**src/hw/rtl/cbspe_pkg.sv**
```systemverilog
`timescale 1ns / 1ps
`default_nettype none
package cbspe_pkg;

    localparam int MAX_POINTS = 64;
    localparam int ADDR_W     = $clog2(MAX_POINTS);
    localparam int COORD_W    = 32;
    localparam int FRAC_BITS  = 16;
    localparam int U_W        = FRAC_BITS + 1;
    localparam int CNT_W      = 7;
    localparam int DEGREE     = 3;
    localparam logic [U_W-1:0] ONE_Q = U_W'(1) << FRAC_BITS;

    localparam logic OP_LOAD = 1'b0;
    localparam logic OP_EVAL = 1'b1;

    typedef enum logic [3:0] {
        S_IDLE,
        S_SPAN,
        S_READ,
        S_KNOT,
        S_KWAIT,
        S_ALPHA,
        S_AWAIT,
        S_MUL,
        S_ADD,
        S_DONE
    } t_state;

    // controller to datapath
    typedef struct packed {
        logic       take;
        logic       span;
        logic       rd_en;
        logic       rd_cap;
        logic       knot_start;
        logic       knot_store;
        logic       alpha_start;
        logic       alpha_store;
        logic       mul;
        logic       add;
        logic       finish;
        logic [2:0] cnt;
        logic [1:0] j;
        logic [1:0] round;
    } t_dp_cmd;

    // datapath to controller
    typedef struct packed {
        logic ok;
        logic knot_triv;
        logic alpha_triv;
        logic div_done;
        logic out_free;
    } t_dp_stat;

endpackage
`default_nettype wire

```
**src/hw/rtl/cbspe_ctrl.sv**
```systemverilog
`timescale 1ns / 1ps
`default_nettype none
module cbspe_ctrl
    import cbspe_pkg::*;
(
    input  wire logic     i_clk,
    input  wire logic     i_rst_n,
    input  wire logic     i_in_valid,
    input  wire logic     i_op,
    input  wire t_dp_stat i_stat,
    output logic          o_in_stall,
    output t_dp_cmd       o_cmd
);

    t_state     r_state, n_state;
    logic [2:0] r_cnt, n_cnt;
    logic [1:0] r_j, n_j;
    logic [1:0] r_round, n_round;
    logic       w_take;

    assign o_in_stall = !(r_state == S_IDLE && i_stat.out_free);
    assign w_take     = i_in_valid && !o_in_stall;

    always_ff @(posedge i_clk) begin
        if (!i_rst_n) begin
            r_state <= S_IDLE;
            r_cnt   <= '0;
            r_j     <= '0;
            r_round <= '0;
        end else begin
            r_state <= n_state;
            r_cnt   <= n_cnt;
            r_j     <= n_j;
            r_round <= n_round;
        end
    end

    // sequencer
    always_comb begin
        n_state = r_state;
        n_cnt   = r_cnt;
        n_j     = r_j;
        n_round = r_round;
        o_cmd   = '0;
        o_cmd.take  = w_take;
        o_cmd.cnt   = r_cnt;
        o_cmd.j     = r_j;
        o_cmd.round = r_round;
        unique case (r_state)
            S_IDLE: begin
                if (w_take && i_op == OP_EVAL && i_stat.ok) begin
                    n_state = S_SPAN;
                end
            end
            S_SPAN: begin
                o_cmd.span = 1'b1;
                n_cnt      = '0;
                n_state    = S_READ;
            end
            S_READ: begin
                o_cmd.rd_en  = r_cnt != 3'd4;
                o_cmd.rd_cap = r_cnt != 3'd0;
                if (r_cnt == 3'd4) begin
                    n_cnt   = '0;
                    n_state = S_KNOT;
                end else begin
                    n_cnt = r_cnt + 3'd1;
                end
            end
            S_KNOT: begin
                o_cmd.knot_start = 1'b1;
                if (!i_stat.knot_triv) begin
                    n_state = S_KWAIT;
                end else if (r_cnt == 3'd5) begin
                    n_round = 2'd1;
                    n_j     = 2'd3;
                    n_state = S_ALPHA;
                end else begin
                    n_cnt = r_cnt + 3'd1;
                end
            end
            S_KWAIT: begin
                if (i_stat.div_done) begin
                    o_cmd.knot_store = 1'b1;
                    if (r_cnt == 3'd5) begin
                        n_round = 2'd1;
                        n_j     = 2'd3;
                        n_state = S_ALPHA;
                    end else begin
                        n_cnt   = r_cnt + 3'd1;
                        n_state = S_KNOT;
                    end
                end
            end
            S_ALPHA: begin
                o_cmd.alpha_start = 1'b1;
                n_state = i_stat.alpha_triv ? S_MUL : S_AWAIT;
            end
            S_AWAIT: begin
                if (i_stat.div_done) begin
                    o_cmd.alpha_store = 1'b1;
                    n_state = S_MUL;
                end
            end
            S_MUL: begin
                o_cmd.mul = 1'b1;
                n_state   = S_ADD;
            end
            S_ADD: begin
                o_cmd.add = 1'b1;
                if (r_j == r_round) begin
                    if (r_round == 2'd3) begin
                        n_state = S_DONE;
                    end else begin
                        n_round = r_round + 2'd1;
                        n_j     = 2'd3;
                        n_state = S_ALPHA;
                    end
                end else begin
                    n_j     = r_j - 2'd1;
                    n_state = S_ALPHA;
                end
            end
            S_DONE: begin
                if (i_stat.out_free) begin
                    o_cmd.finish = 1'b1;
                    n_state      = S_IDLE;
                end
            end
            default: begin
                n_state = S_IDLE;
            end
        endcase
    end

endmodule
`default_nettype wire

```
**config.mk**
```make
export PLATFORM = sky130hd
export DESIGN_NAME = cbspe_ctrl
export DESIGN_NICKNAME = d
export VERILOG_FILES = /design/src/hw/rtl/cbspe_pkg.sv /design/src/hw/rtl/cbspe_ctrl.sv
export SDC_FILE = /design/constraint.sdc
export NUM_CORES = 1
export LEC_CHECK = 0
export BUFFER_PORTS_ARGS = -buffer_cell sky130_fd_sc_hd__buf_2
export CAP_MARGIN = 10
export CORE_MARGIN = 10
export CORE_UTILIZATION = 56
export CTS_CLUSTER_DIAMETER = 40
export DETAILED_ROUTE_END_ITERATION = 7
export PLACE_DENSITY_LB_ADDON = 0.12
export SYNTH_ARGS = -nofsm -noshare
export SYNTH_HDL_FRONTEND = slang
export SYNTH_SLANG_ARGS = --single-unit
```
**constraint.sdc**
```tcl
create_clock -name i_clk -period 3.6 [get_ports i_clk]
set_clock_uncertainty 0.1 [all_clocks]
set_input_delay 0.36 -clock i_clk [delete_from_list [all_inputs] [get_ports i_clk]]
set_output_delay 0.36 -clock i_clk [all_outputs]
set_load 0.1 [all_outputs]
```
==> out/qor.yml <==
placement:
  gp_congestion: 0.892
  hpwl_mm: 2.10
  dpl_cell_area_um2: 1170
  port-buffer-count: 27
  dp_slack_ns: 1.29
power_and_ir_drop:
  peakVddDrop_mv: 0.377
  cellLeakagePower_nw: 0.504
  pwr_density_cell_nw_per_um2: 656
timing:
  finalCritPeriodShare_pct: 74.1
  max-slew-margin-rel_pct: 52.5
  fin_ws_ns: 0.934
  finalMaxSlewViolations: 0
  min_period_ns: 2.67
  fin_setup_tns_ns: 0
  setup_viol: 0
  hold_viol: 0
  fmax_ghz: 0.375
  rsz0062_at_grt: "false"
  worst_pin_slew_ns: 0.711
clock_network:
  cts-root-buf: "clkbuf_4"
  tritoncts: "yes"
  cts_buffers: 3
  cts_max_level: 1
  clk_latency_ns: 0.27
  clk_pin_slew_ns: 0.07
  hold_buffers: 0
  cts_setup_buffers: 0
  clockBufferDepth: 2
  ctsResizeCount: 0
  cts.sinks: 11
grt:
  grt_pass1_vias: 976
  grt_pass1_wl_mm: 4.55
  antenna_found_initial: 0
  grt_overflow: 0
  grt_use_total_pct: 13.3
  grt_max_degree: 26
drt:
  drtIter0Drc: 47
  routed_wirelength_mm: 2.83
  ant_nets: 0
  wl_per_cell_um: 15.5
  dr.pass1.iters: 4
  drcViolationCount: 0
  via_per_inst: 5.90
  vias: 1080
cells_and_area:
  antennaDiodeCount: 0
  final_cell_mix: "buf_2 (27), a21oi_1 (13), nor2_1 (12), nand2_1 (12), dfxtp_1 (11)"
  post-route-util_pct: 68.7
  fillerInstances: 161
  final_common_cell: "buf_2"
  final_nets: 172
  area_growth_pct: 13.9
  final_area_um2: 1200
  drive_gt1_share_pct: 24.7
synthesis:
  async_flop_share_pct: 0
  synth_area_leaders: "dfxtp_1 (21%), a21oi_1 (6.2%), nand3b_1 (5.7%)"
  synth_compound_area_share_pct: 28.9
  synth_fp_nets: 150
  synthDominantAreaCellType: "dfxtp_1"
  synthSimpleGateAreaFrac_pct: 32.2
  syn_avg_cell_area_um2: 7.68
  synth_top_area_share_pct: 20.9
  synth-main-ff-cell: "dfxtp_1"
  synth_warnings: 0
  ys_seq_area_share_pct: 20.9
  ys_types: 47
  synthXorXnorAreaFrac_pct: 3.33
  netlist_instances: 137
  ys_ff_latch: 11
  synthMuxAreaShare_pct: 1.90
  synth_edf_count: 0
  synthAdderAreaFrac_pct: 4.76
  synth_top_family_by_area: "simple AND/OR/NAND/NOR gates"
  netlist_area_um2: 1050
run:
  drv_cap: 0
setup_path:
  end_kind: "output pin"
  path_max_fanout: 23
  worstSetupPathType: "reg -> out"
  reg2reg_depth: 4
  startpoint_type: "flop"
  r2r_setup_slack_ns: 1.42
  crit_arrival_ns: 2.21
  r2r_start: "r_state[2]$_SDFFE_PN0P_"
  crit_required_ns: 3.14
  regToRegEndpoint: "r_cnt[1]$_SDFFE_PN0P_"
min_path:
  min_path_cells: 2
  min_to: "r_state[1]$_SDFFE_PN0P_"
  hold_class: "in -> reg"
  hp-start: "i_rst_n"
die:
  die_h_um: 63.3
  dieArea_um2: 4010
  die_w_um: 63.3
  core_um2: 1750
  pin_count: 28
  rows: 15
  start_util_pct: 60.3
outcome:
  status: "finished clean"
state kept, by name, indices dropped and copies added, names as in the netlist:
signal / cells
r_j: 2
r_state: 4
r_round: 2
r_cnt: 3
layout make-up:
class / count / area, um2 / share of cell area (%)
clock buffers: 4 / 26.3 / 2.19
inverters: 10 / 37.5 / 3.13
flip-flops and latches: 11 / 220 / 18.4
repair buffers: 27 / 135 / 11.3
well taps: 25 / 31.3 / 2.61
multi-input cells: 106 / 748 / 62.4
critical path, cell delays in order, from the launching register on:
cell	delay [ns]
dfxtp_1	0.74
nand2b_1	0.32
nand2b_1	0.24
a21oi_1	0.16
buf_2	0.47
cell families after synthesis:
logic type,after synthesis
xor+xnor,4
buf+inv,20
mux,2
simple gates,56
fa+ha+maj,4
compound gates,40
flops,11
routing by layer:
layer / routed length (um) / global-route usage [%]
met1: 1220 / 15.1
met2: 1360 / 22.2
met3: 199 / 3.53
met4: 47 / 6.83
met5: 0 / 0
per-stage QoR:
step | total power [mW] | hold WS (ns) | cells
final | 0.786 | 0.348 | 183
after global routing | 0.835 | 0.351 | 183
after CTS | 0.784 | 0.337 | 183
after detailed placement | 0.694 | 0.431 | 179
after global placement | 0.687 | 0.418 | 179
after floorplan | 0.626 | 0.423 | 137
worst max-delay path by stage:
stage	from	to	slack (ns)	cells past startpoint
2_1_floorplan	r_state[2]$_SDFFE_PN0P_	o_cmd[12]	0.16	4
3_3_place_gp	r_state[3]$_SDFFE_PN0P_	o_cmd[8]	1.33	3
3_5_place_dp	r_state[3]$_SDFFE_PN0P_	o_cmd[8]	1.29	3
4_1_cts	r_state[3]$_SDFFE_PN0P_	o_cmd[8]	0.98	3
5_1_grt	r_state[1]$_SDFFE_PN0P_	o_cmd[15]	0.76	4
6_report	r_state[1]$_SDFFE_PN0P_	o_cmd[15]	0.93	4
report_power, final:
part | internal [mW] | switching, mW | total (mW)
Clock | 0.0429 | 0.0432 | 0.0861
Combinational | 0.151 | 0.339 | 0.490
Sequential | 0.139 | 0.0717 | 0.210
Total | 0.332 | 0.454 | 0.786
synth_stat cells (all sizes together) (3+ instances only):
master  instances
a21oi          13
or4b            3
nand3b          8
buf             6
nand2          12
ha              4
o21ai           3
clkbuf          4
nand2b          4
o22ai           3
nor2           12
a211oi          3
nor3            5
dfxtp          11
inv            10
No activity file was read; power rests on OpenSTA's default activity.
